`src/sv/aebd_pkg.sv`:
```
// aebd_pkg: shared constants, state and select types of the beat detector
// no dependencies; imported by the channel interfaces, the divider and the top level
package aebd_pkg;

    // default sizing of the top level
    localparam int HISTORY_DEPTH_DEF     = 43;
    localparam int MAX_BLOCK_SAMPLES_DEF = 4096;

    // fixed field widths
    localparam int SAMPLE_W = 16;
    localparam int TIME_W   = 32;
    localparam int REFR_W   = 16;
    localparam int ENERGY_W = 31;
    localparam int LEVEL_W  = 8;

    // level scaling, clamping and beat threshold
    localparam int LEVEL_SCALE = 150;
    localparam int LEVEL_MIN   = 55;
    localparam int LEVEL_MAX   = 240;
    localparam int BEAT_DIV    = 5;
    localparam int REFR_RESET  = 150;

    // sequencer states
    typedef enum logic [3:0] {
        ST_IDLE,
        ST_SQUARE,
        ST_ACC,
        ST_E_START,
        ST_E_WAIT,
        ST_UPDATE,
        ST_A_START,
        ST_A_WAIT,
        ST_SCALE,
        ST_R_START,
        ST_R_WAIT,
        ST_EMIT
    } aebd_state_t;

    // operand selection of the shared divider
    typedef enum logic [1:0] {
        DIV_SEL_MEAN,
        DIV_SEL_AVG,
        DIV_SEL_RATIO
    } aebd_div_sel_t;

    // operand selection of the shared multiplier
    typedef enum logic {
        MUL_SEL_SQUARE,
        MUL_SEL_SCALE
    } aebd_mul_sel_t;

    // divider status seen by the sequencer
    typedef struct packed {
        logic busy;
        logic done;
    } aebd_div_status_t;

endpackage

```
`src/sv/aebd_div.sv`:
```
// aebd_div: shared restoring divider, one quotient bit per cycle
// depends on aebd_pkg for the status struct
module aebd_div import aebd_pkg::*; #(
    parameter int W = 48
) (
    input  logic             clk,
    input  logic             rst_n,
    input  logic             start,
    input  logic [W-1:0]     dividend,
    input  logic [W-1:0]     divisor,
    output logic [W-1:0]     quotient,
    output aebd_div_status_t status
);

    localparam int CW = $clog2(W + 1);

    logic [W-1:0]  rem_reg;
    logic [W-1:0]  quo_reg;
    logic [W-1:0]  den_reg;
    logic [CW-1:0] step_reg;
    logic          busy_reg;
    logic          done_reg;

    logic [W:0]    shifted;
    logic [W:0]    trial;
    logic          fits;

    // one trial subtraction per step
    assign shifted = {rem_reg, quo_reg[W-1]};
    assign trial   = shifted - {1'b0, den_reg};
    assign fits    = ~trial[W];

    // control of the iteration
    always_ff @(posedge clk or negedge rst_n)
    begin
        if (!rst_n)
        begin
            busy_reg <= 1'b0;
            done_reg <= 1'b0;
            step_reg <= '0;
        end
        else if (start)
        begin
            busy_reg <= 1'b1;
            done_reg <= 1'b0;
            step_reg <= '0;
        end
        else if (busy_reg)
        begin
            step_reg <= step_reg + CW'(1);
            if (step_reg == CW'(W - 1))
            begin
                busy_reg <= 1'b0;
                done_reg <= 1'b1;
            end
        end
        else
        begin
            done_reg <= 1'b0;
        end
    end

    // remainder and quotient shift register
    always_ff @(posedge clk)
    begin
        if (start)
        begin
            rem_reg <= '0;
            quo_reg <= dividend;
            den_reg <= divisor;
        end
        else if (busy_reg)
        begin
            rem_reg <= fits ? trial[W-1:0] : shifted[W-1:0];
            quo_reg <= {quo_reg[W-2:0], fits};
        end
    end

    assign quotient    = quo_reg;
    assign status.busy = busy_reg;
    assign status.done = done_reg;

endmodule

```
`config.mk`:
```
export PLATFORM = sky130hd
export DESIGN_NAME = aebd_div
export DESIGN_NICKNAME = d
export VERILOG_FILES = /design/src/sv/aebd_pkg.sv /design/src/sv/aebd_div.sv
export SDC_FILE = /design/constraint.sdc
export NUM_CORES = 1
export LEC_CHECK = 0
export ABC_AREA = 1
export BUFFER_PORTS_ARGS = -buffer_cell sky130_fd_sc_hd__buf_4
export CORE_ASPECT_RATIO = 1.75
export CORE_MARGIN = 4
export CORE_UTILIZATION = 40
export DETAILED_ROUTE_END_ITERATION = 8
export PLACE_DENSITY_LB_ADDON = 0.12
export SYNTH_ARGS = -nofsm -noshare
export SYNTH_HDL_FRONTEND = slang
export SYNTH_SLANG_ARGS = --single-unit
```
`constraint.sdc`:
```
create_clock -name clk -period 2.85 [get_ports clk]
set_clock_uncertainty 0.05 [all_clocks]
set_input_delay 0.285 -clock clk [delete_from_list [all_inputs] [get_ports clk]]
set_output_delay 0.285 -clock clk [all_outputs]
set_load 0.01 [all_outputs]
```
# == After elaboration in Yosys (flattened, before gate mapping) ==
# Index checks and enable logic that the tools add are counted.
# word_totals
register_bits,152
wordCells,23
output_inout_bits,50
inputBits,99
# op_classes
add_sub_neg,2
bitwise_logic,1
n_reduce_logical,1
n_mux,11
eq_ne,2
# ops
op,n
$mux W48,3
$sub A49 B48 Y49,1
$mux W6,2
$add A6 B1 Y6 const B,1
$eq A6 B6 Y1 const B,1
$mux W1,6
$ne A3 B2 Y1 const B,1
$reduce_bool A2 Y1,1
$not A1 Y1,1

# == Depth between registers and ports, before layout ==
# Gate-level depths: netlist (run 1).
# depth
depth_word,4
ltp_mapped,19
depth_no_buf,17

# == Least setup slack after synthesis (run 1) ==
# No wires, ideal clock.
# synth_path
path_type,register to register
from,register quo_reg[47] (netlist: quotient[47])
to,"register quo_reg[0] (netlist: quotient[0]), data pin"
path_stages_with_launch,18
required_time_ps,2531
arrival_ps,2191
synth_period_minus_slack_ps,2511
setup_slack_ps,339
cell_sequence,edfxtp_1 -> inv_1 -> ha_1 -> fa_1 -> inv_1 -> nand2_1 -> nand2_1 -> nand3_1 -> nand2_2 -> nand2_1 -> nand2_1 -> nand2_1 -> nand3_2 -> nand2_1 -> nand2_2 -> buf_6 -> buf_6 -> o21ai_0
# synth_via
elab_chain_len,4
# synth_rtl
element,line,source
from (decl),aebd_div.sv:18,logic [W-1:0] quo_reg;
from (signal assigned),aebd_div.sv:69,quo_reg <= dividend;
from (signal assigned),aebd_div.sv:75,"quo_reg <= {quo_reg[W-2:0], fits};"
$sub A49 B48 Y49,aebd_div.sv:30,"assign trial = shifted - {1'b0, den_reg};"
$not A1 Y1,aebd_div.sv:31,assign fits = ~trial[W];
$mux W48,aebd_div.sv:72,else if (busy_reg)
$mux W48,aebd_div.sv:66,if (start)
# No other way between the ends. The select of a mux whose other input is x is not followed.
# A chain may end at the register's enable or synchronous reset.

# == Worst setup path in the final report (run 1) ==
# Ends and elaborated chain as after synthesis.

==> results of run 1 <==
## worst max path at each step
| stage | endpoint | cells after the start | startpoint | slack [ns] |
|---|---|---|---|---|
| 6_report | quotient[0]$_DFFE_PP_ | 16 | quotient[47]$_DFFE_PP_ | 0.19 |
| 5_1_grt | rem_reg[31]$_SDFFE_PP0P_ | 18 | quotient[47]$_DFFE_PP_ | 0.009 |
| 4_1_cts | rem_reg[25]$_SDFFE_PP0P_ | 18 | quotient[47]$_DFFE_PP_ | 0.14 |
| 3_5_place_dp | rem_reg[25]$_SDFFE_PP0P_ | 18 | quotient[47]$_DFFE_PP_ | 0.15 |
| 3_3_place_gp | rem_reg[30]$_SDFFE_PP0P_ | 18 | quotient[47]$_DFFE_PP_ | 0.20 |
| 2_1_floorplan | quotient[0]$_DFFE_PP_ | 17 | quotient[47]$_DFFE_PP_ | 0.34 |
## area by class of cell
class | instances | area (um^2) | share of cell area
Clock inverter | 14 | 145 | 0.0110
Timing Repair Buffer | 222 | 1890 | 0.143
Tap cell | 320 | 400 | 0.0303
Multi-Input combinational cell | 1103 | 5040 | 0.381
Sequential cell | 152 | 4040 | 0.306
Clock buffer | 18 | 439 | 0.0332
Inverter | 338 | 1270 | 0.0960
## worst max-delay path, stage by stage, from the launching register on
cell and delay, ns:
edfxtp_1 0.35, inv_1 0.07, ha_1 0.23, fa_1 0.42
inv_2 0.12, nand2_1 0.06, nand2_1 0.08, nand3_1 0.09
nand2_2 0.11, nand2_1 0.06, nand2_1 0.08, nand2_1 0.11
nand3_2 0.11, nand2_1 0.09, nand2_4 0.13, buf_12 0.17
o21ai_0 0.08
## power groups by stage
stage                     Sequential, mW  Clock [mW]  Combinational, mW
after floorplan                     2.60           0              0.354
after global placement              2.58           0              0.740
after detailed placement            2.58           0              0.743
after CTS                           2.54        2.37              0.797
after global routing                2.55        2.44              0.881
final                               2.54        2.30              0.789
## stage by stage
step | worst slack, ns | std cells | instance area (um^2)
2_1_floorplan | 0.339 | 1626 | 10500
3_3_place_gp | 0.197 | 2082 | 12100
3_5_place_dp | 0.152 | 2082 | 12100
4_1_cts | 0.138 | 2163 | 13200
5_1_grt | 0.00912 | 2167 | 13200
6_report | 0.193 | 2167 | 13200
## logic make-up (layout without fill, tap and decap cells)
family                     after synthesis  after routing  share of synthesized area
and+or+nand+nor                        973            973                      0.369
buffers and inverters                  371            592                      0.137
DFF                                    152            152                      0.385
AOI/OAI and AO/OA                       55             55                     0.0281
adders and majority gates               50             50                     0.0603
xor gates and xnor gates                25             25                     0.0208
## placed cells by master, fill, tap and decap left out, drive strengths merged, types with 3 or more instances in the layout
master         n
clkinv         7
xor2           7
inv          341
a21oi         29
buf          172
ha            49
nor3           6
o21bai         3
and2           4
nand3         94
dfxtp         48
nor2         119
dlygate4sd3   49
nand4         14
dfrtp          8
edfxtp        96
nand2        732
xnor2         18
clkbuf        19
o21ai         20
## what timing repair did
action                                  in CTS  in global routing
hold buffers                                49                  0
endpoints found under the setup margin       0                 31
buffers inserted                             0                  3
endpoints found under the hold margin       56                  0
gates resized for setup                      0                  3
## routing by layer
layer / GRT usage / share of wire
met1: 0.230 / 0.35
met2: 0.442 / 0.55
met3: 0.0411 / 0.041
met4: 0.132 / 0.056
met5: 0 / 0
==> metrics, run 1 <==
share of cells above drive strength 1=0.119; worst flop-to-flop path startpoint=quotient[47]$_DFFE_PP_; Yosys top cell area share=0.274; Fill cells=2697; Core Area=0.0259 mm^2; VDD IR max=408 uV; leakage=7.23 nW; Hold WS=0.0511 ns; Slew headroom=0.555; Pwr per Cell Area=425 mW/mm^2; Flop pwr share=0.451; Die X=130 um; R2R Setup Slk=0.19 ns; hold_sp=dividend[46]; R2R depth=16; Post-synth top flop=edfxtp_1; drt first pass iters=6; Tot GR Track Use=0.234; Mean Syn Cell Area=6.46 um^2; Detailed Place HPWL=26200 um; effective utilization at floorplan=0.406; P_int=4.15 mW; register area share after synthesis=0.385; Antenna Cells=0; status=completed; switching part of the total=0.262; initial antenna violation count=0; Clock Power Share=0.409; I/O Pins=149; CTS tree=yes; P_sw=1.47 mW; RSZ-0062 raised after global routing=no; clk sinks=152; synth cell count leaders=727 x nand2_1, 336 x inv_1, 116 x nor2_1, 96 x edfxtp_1, 93 x nand3_1; CP arrival=2.78 ns; ys async rst share=0.0526; CTS max path bufs=2; drt drc=0; max-slew violations=0; WL/cell=15.4 um; Hold/Removal Path Class=primary input to register; die height=222 um; fin util=0.511; CP Data Required Time=2.97 ns; Iter 0 DRT Violations=536; final setup fails=0; Post-Synthesis Cells=1626; final WL=33300 um; CP Max Fanout=20; combinational share of power=0.140; Worst-Margin Slew=0.666 ns; WS Path Type=register to register; Tcrit/Tclk final=0.932; Hold EP=quotient[46]$_DFFE_PP_; Design Power=5.63 mW; port bufs=148; Routed Antenna Nets=0; DR vias/cell=4.72; register bit total from synthesis=152; Clock Pin Slew Worst Setup and Hold Paths=0.07 ns; Post-Syn Nets=1775; clk root buf=clkbuf_16; Via Count=10200; synth warn=0; Post-synth EDFFs=96; Die Area=0.0290 mm^2; fmax=0.376 GHz; final setup TNS=0 ns; GP Congestion=1.01; Synth area leader=edfxtp_1; H-tree levels=4; largest net degree at the start of global routing=97; top cells by area, synth=edfxtp_1 27%, nand2_1 26%, inv_1 12%; vias in the first global route=10100; Period minus WS final=2.66 ns; Hold Vio Cnt, Final=0; total grt overflow=0; area growth from synthesis to layout=25.9%; Startpoint Class=register; max_cap viols=0; Worst-Skew Late Latency=0.45 ns; CP endpoint kind=register; Post-Syn Area=0.0105 mm^2; Final nets=1983; most frequent cell after synthesis=nand2_1; post-synth cell types=36; global-route wire length before repair=51700 um; Num CTS Buffers=17; row cnt=78; worst hold stages=3; FF-to-FF End=quotient[0]$_DFFE_PP_
Power figures use the tool's default switching activity.
==> run 2, diff against run 1 <==
- PLACE_DENSITY: default -> 0.61
- PLACE_DENSITY_LB_ADDON: 0.12 -> default
==> run 2 against run 1 <==
Effect of this change: first-iteration DRC count fell by 30%; routed wire length grew 0.91%; die area did not move; hold slack better by 0.0038 ns; worst setup slack lost 0.030 ns; cell count shrank 0.14%; via count is 0.71% lower.
==> metrics, run 2 (same netlist as run 1, synthesis figures left out) <==
status=completed; Clock Pin Slew Worst Setup and Hold Paths=0.07 ns; leakage=7.22 nW; fin cells=2164; Startpoint Class=register; final non-filler cell area=0.0132 mm^2; Period minus WS final=2.69 ns; largest net degree at the start of global routing=83; Die Area=0.0290 mm^2; Worst-Margin Slew=0.648 ns; dpl cells=2081; Worst-Skew Late Latency=0.45 ns; max-slew violations=0; clk sinks=152; PnR worst setup slack=0.163 ns; clk root buf=clkbuf_16; initial antenna violation count=0; Antenna Cells=0; commonest non-fill, non-tap cell in the layout=nand2_1; CP Max Fanout=11; Iter 0 DRT Violations=377; area growth from synthesis to layout=25.8%; port bufs=148; VDD IR max=441 uV; final setup fails=0; Num CTS Buffers=17; setup bufs post-CTS=0; CP arrival=2.97 ns; CP endpoint kind=register; Tcrit/Tclk final=0.943; Tot GR Track Use=0.233; Final nets=1980; CTS tree=yes; Hold/Removal Path Class=primary input to register; area post-placement=0.0121 mm^2; most frequent cells in the layout=727 x nand2_1, 334 x inv_1, 163 x buf_4; drt drc=0; H-tree levels=4; Routed Antenna Nets=0; drt first pass iters=5; Slew headroom=0.568; max_cap viols=0; CP Data Required Time=3.13 ns; final WL=33600 um; Die X=130 um; GP Congestion=1.05; vias in the first global route=10400; row cnt=78; share of cells above drive strength 1=0.118; CTS max path bufs=2; RSZ-0062 raised after global routing=no; I/O Pins=149; die height=222 um; Core Area=0.0259 mm^2; fin util=0.511; Via Count=10200; Detailed Place HPWL=26100 um; effective utilization at floorplan=0.406; Pwr per Cell Area=431 mW/mm^2; DR vias/cell=4.69; global-route wire length before repair=51800 um; WL/cell=15.5 um; total grt overflow=0; WS Path Type=register to register; Hold Vio Cnt, Final=0; post-place setup slack=0.208 ns; final setup TNS=0 ns; fmax=0.372 GHz
run 2: path summary, 6_finish.rpt:
| path | startpoint | depth (start not counted) | endpoint | slack, ns |
|---|---|---|---|---|
| max reg2reg | den_reg[41]$_DFFE_PP_ | 16 | rem_reg[5]$_SDFFE_PP0P_ | 0.16 |
| min in group asynchronous | rst_n | 2 | step_reg[2]$_DFFE_PN0P_ | 0.15 |
| max | den_reg[41]$_DFFE_PP_ | 16 | rem_reg[5]$_SDFFE_PP0P_ | 0.16 |
| min | dividend[18] | 3 | quotient[18]$_DFFE_PP_ | 0.05 |
| max in group asynchronous | rst_n | 2 | step_reg[1]$_DFFE_PN0P_ | 2.47 |
| min reg2reg | rem_reg[19]$_SDFFE_PP0P_ | 2 | rem_reg[19]$_SDFFE_PP0P_ | 0.43 |
run 2: metrics by stage:
stage	total power, mW	hold WS, ns
floorplan	2.96	-0.0606
global placement	3.32	0.0603
detailed placement	3.33	0.0594
CTS	5.77	0.0260
global route	5.95	0.0363
finish	5.70	0.0549
run 2: worst max-delay path, stage by stage (launching register included):
cell	delay, ns
edfxtp_1	0.33
inv_1	0.04
ha_1	0.37
nand2_1	0.15
nor2_1	0.21
inv_1	0.09
nor2_1	0.17
nand2_1	0.14
nor2_1	0.12
nand2_1	0.12
nand3_2	0.11
nand2_1	0.09
nand2_4	0.18
clkbuf_16	0.21
nand2_1	0.06
nand3_1	0.08
nand2_1	0.06
run 2: layout make-up:
cell class | instances | area (um^2)
clock buffer | 21 | 450
sequential | 152 | 4040
clock inverter | 11 | 146
tap | 320 | 400
timing repair buffer | 219 | 1860
inverter | 338 | 1270
fill | 2648 | 12600
multi-input combinational | 1103 | 5040
run 2: metal layers:
metal / vias to the layer above / global-route usage / share of wire
li1: 5294 / - / -
met1: 4524 / 0.224 / 0.35
met2: 271 / 0.450 / 0.56
met3: 70 / 0.0431 / 0.039
met4: 0 / 0.124 / 0.053
met5: - / 0 / 0
run 2: timing repair:
| item | 4_1_cts | 5_1_grt |
|---|---|---|
| hold buffers | 49 | 0 |
| hold endpoints to repair | 56 | 0 |
| setup endpoints to repair | 0 | 23 |
| gates resized for setup | 0 | 4 |
run 2: power by group:
| part | switching, mW | internal [mW] |
|---|---|---|
| Sequential | 0.0554 | 2.48 |
| Combinational | 0.438 | 0.360 |
| Clock | 0.966 | 1.40 |
==> run 3, diff against run 2 <==
- BUFFER_PORTS_ARGS: -buffer_cell sky130_fd_sc_hd__buf_4 -> -buffer_cell sky130_fd_sc_hd__buf_2
- clock period: 2.85 -> 2.8 ns (I/O delays scaled with it)
==> run 3 against run 2 <==
Effect of this change: first-iteration DRC count rose by 21%; die area is the same; sequential power is 2% higher; critical endpoint is now rem_reg[41]$_SDFFE_PP0P_; largest cell class unchanged; critical path depth unchanged; total power decreased by 1.8%; worst setup slack worse by 0.076 ns; cell area down 0.99%; combinational power is 6.1% lower; core utilization down 0.51 points; register-to-register slack worse by 0.08 ns; sequential share of layout area up 0.32 points; highest routed layer unchanged.
==> metrics, run 3 (same netlist as run 1, synthesis figures left out) <==
Flop pwr share=0.461; effective utilization at floorplan=0.406; FF-to-FF End=rem_reg[41]$_SDFFE_PP0P_; P_sw=1.53 mW; Tot GR Track Use=0.233; CP arrival=2.99 ns; max-slew violations=0; Final nets=1992; switching part of the total=0.273; Pwr per Cell Area=428 mW/mm^2; Die Area=0.0290 mm^2; WS Path Type=register to register; final non-filler cell area=0.0131 mm^2; Iter 0 DRT Violations=456; clk sinks=152; P_int=4.07 mW; Num CTS Buffers=17; Worst-Margin Slew=0.623 ns; port bufs=148; global-route wire length before repair=51500 um; max_cap viols=0; total grt overflow=0; CP bufs+invs=3; drt drc=0; CP endpoint kind=register; die height=222 um; CTS tree=yes; Tcrit/Tclk final=0.969; Detailed Place HPWL=25900 um; H-tree levels=4; commonest non-fill, non-tap cell in the layout=nand2_1; vias in the first global route=10300; leakage=7.15 nW; fin util=0.506; fmax=0.369 GHz; Hold Vio Cnt, Final=0; CP max-delay cell=fa_2; CP Data Required Time=3.07 ns; Die X=130 um; most frequent cells in the layout=712 x nand2_1, 334 x inv_1, 147 x buf_2; VDD IR max=392 uV; area post-placement=0.0117 mm^2; Antenna Cells=0; crit-path cells=inv_1 -> ha_2 -> fa_2 -> inv_2 -> nand2_1 -> nand2_1 -> nand3_2 -> nand2_2 -> nand2_1 -> nand2_2 -> nand2_2 -> nand4_1 -> nand2_8 -> clkbuf_16 -> nor2_1 -> o21ai_1; R2R depth=16; CTS max path bufs=2; final setup fails=0; Crit path max-delay family=simple AND/OR/NAND/NOR gates; Worst-Skew Late Latency=0.44 ns; Clock Power Share=0.405; hold_sp=dividend[15]; Hold/Removal Path Class=primary input to register; Fill cells=2677; Core Area=0.0259 mm^2; combinational share of power=0.134; Via Count=10300; Slew headroom=0.585; GP Congestion=1.05; I/O Pins=149; CP Max Fanout=7; Hold EP=quotient[15]$_DFFE_PP_; Period minus WS final=2.71 ns; initial antenna violation count=0; Clock Pin Slew Worst Setup and Hold Paths=0.07 ns; worst flop-to-flop path startpoint=quotient[47]$_DFFE_PP_; final WL=34200 um; share of cells above drive strength 1=0.141; WL/cell=15.7 um; status=completed; Hold WS=0.0565 ns; DR vias/cell=4.74; drt first pass iters=7; area growth from synthesis to layout=24.6%; R2R Setup Slk=0.09 ns; Startpoint Class=register; worst hold stages=3; clk root buf=clkbuf_16; row cnt=78; Routed Antenna Nets=0; Critical Path Max Stage Delay=0.40 ns; largest net degree at the start of global routing=83
[run 3: cell count changes in the layout (fill, tap and decap cells not counted), moves of 3 or more]
cell | before | now
buf_2 | 0 | 147
nand2_2 | 4 | 17
buf_4 | 163 | 21
clkinvlp_4 | 2 | 7
nand2_1 | 727 | 712
clkinv_2 | 3 | 0
nor2_1 | 114 | 109
ha_2 | 0 | 8
ha_1 | 49 | 40
nor2_2 | 2 | 6
buf_6 | 0 | 4
[run 3: what timing repair did]
action / CTS / global route
resized for setup: 0 / 43
endpoints found under the setup margin: 0 / 49
hold buffers: 49 / 0
endpoints found under the hold margin: 56 / 0
setup buffers: 0 / 4
[run 3: metrics by stage]
stage                     setup TNS (ns)  worst slack (ns)  total power, mW  instances
after CTS                              0             0.128             5.66       2165
after global placement                 0             0.209             3.30       2084
final                                  0            0.0868             5.60       2176
after floorplan                        0             0.289             3.01       1626
after global routing              -0.500           -0.0571             5.85       2176
after detailed placement               0             0.156             3.31       2084
[run 3: final cells by class]
type | count | area [um^2] | area share
multi-input combinational | 1104 | 5170 | 0.395
sequential | 152 | 4050 | 0.309
timing repair buffer | 230 | 1630 | 0.124
inverter | 338 | 1270 | 0.0969
clock buffer | 18 | 429 | 0.0328
tap | 320 | 400 | 0.0306
clock inverter | 14 | 140 | 0.0107
[run 3: worst max-delay path by stage]
stage                                 from                        to  slack, ns  cells past startpoint
floorplan           quotient[47]$_DFFE_PP_     quotient[0]$_DFFE_PP_       0.29                     17
global placement    quotient[47]$_DFFE_PP_  rem_reg[30]$_SDFFE_PP0P_       0.21                     18
detailed placement  quotient[47]$_DFFE_PP_  rem_reg[27]$_SDFFE_PP0P_       0.16                     18
CTS                 quotient[47]$_DFFE_PP_  rem_reg[27]$_SDFFE_PP0P_       0.13                     18
global route        quotient[47]$_DFFE_PP_  rem_reg[36]$_SDFFE_PP0P_      -0.06                     16
finish              quotient[47]$_DFFE_PP_  rem_reg[41]$_SDFFE_PP0P_       0.09                     16
[run 3: worst min-delay path: cells and delay by family]
family | cells | cell delay, ns
AND/OR/NAND/NOR | 2 | 0.09
buffers and inverters | 1 | 0.07
[run 3: per-layer routing]
layer / global-route usage / vias up / wire length [um]
met2: 0.431 / 304 / 18200
met4: 0.155 / 0 / 2800
met3: 0.0411 / 119 / 1450
li1: - / 5333 / -
met1: 0.226 / 4563 / 11700
met5: 0 / - / 0
[run 3: power by group through the flow]
stage | clock, mW | combinational, mW | sequential (mW)
global route | 2.42 | 0.840 | 2.59
CTS | 2.34 | 0.737 | 2.58
global placement | 0 | 0.676 | 2.62
detailed placement | 0 | 0.684 | 2.62
floorplan | 0 | 0.360 | 2.65
finish | 2.27 | 0.749 | 2.58
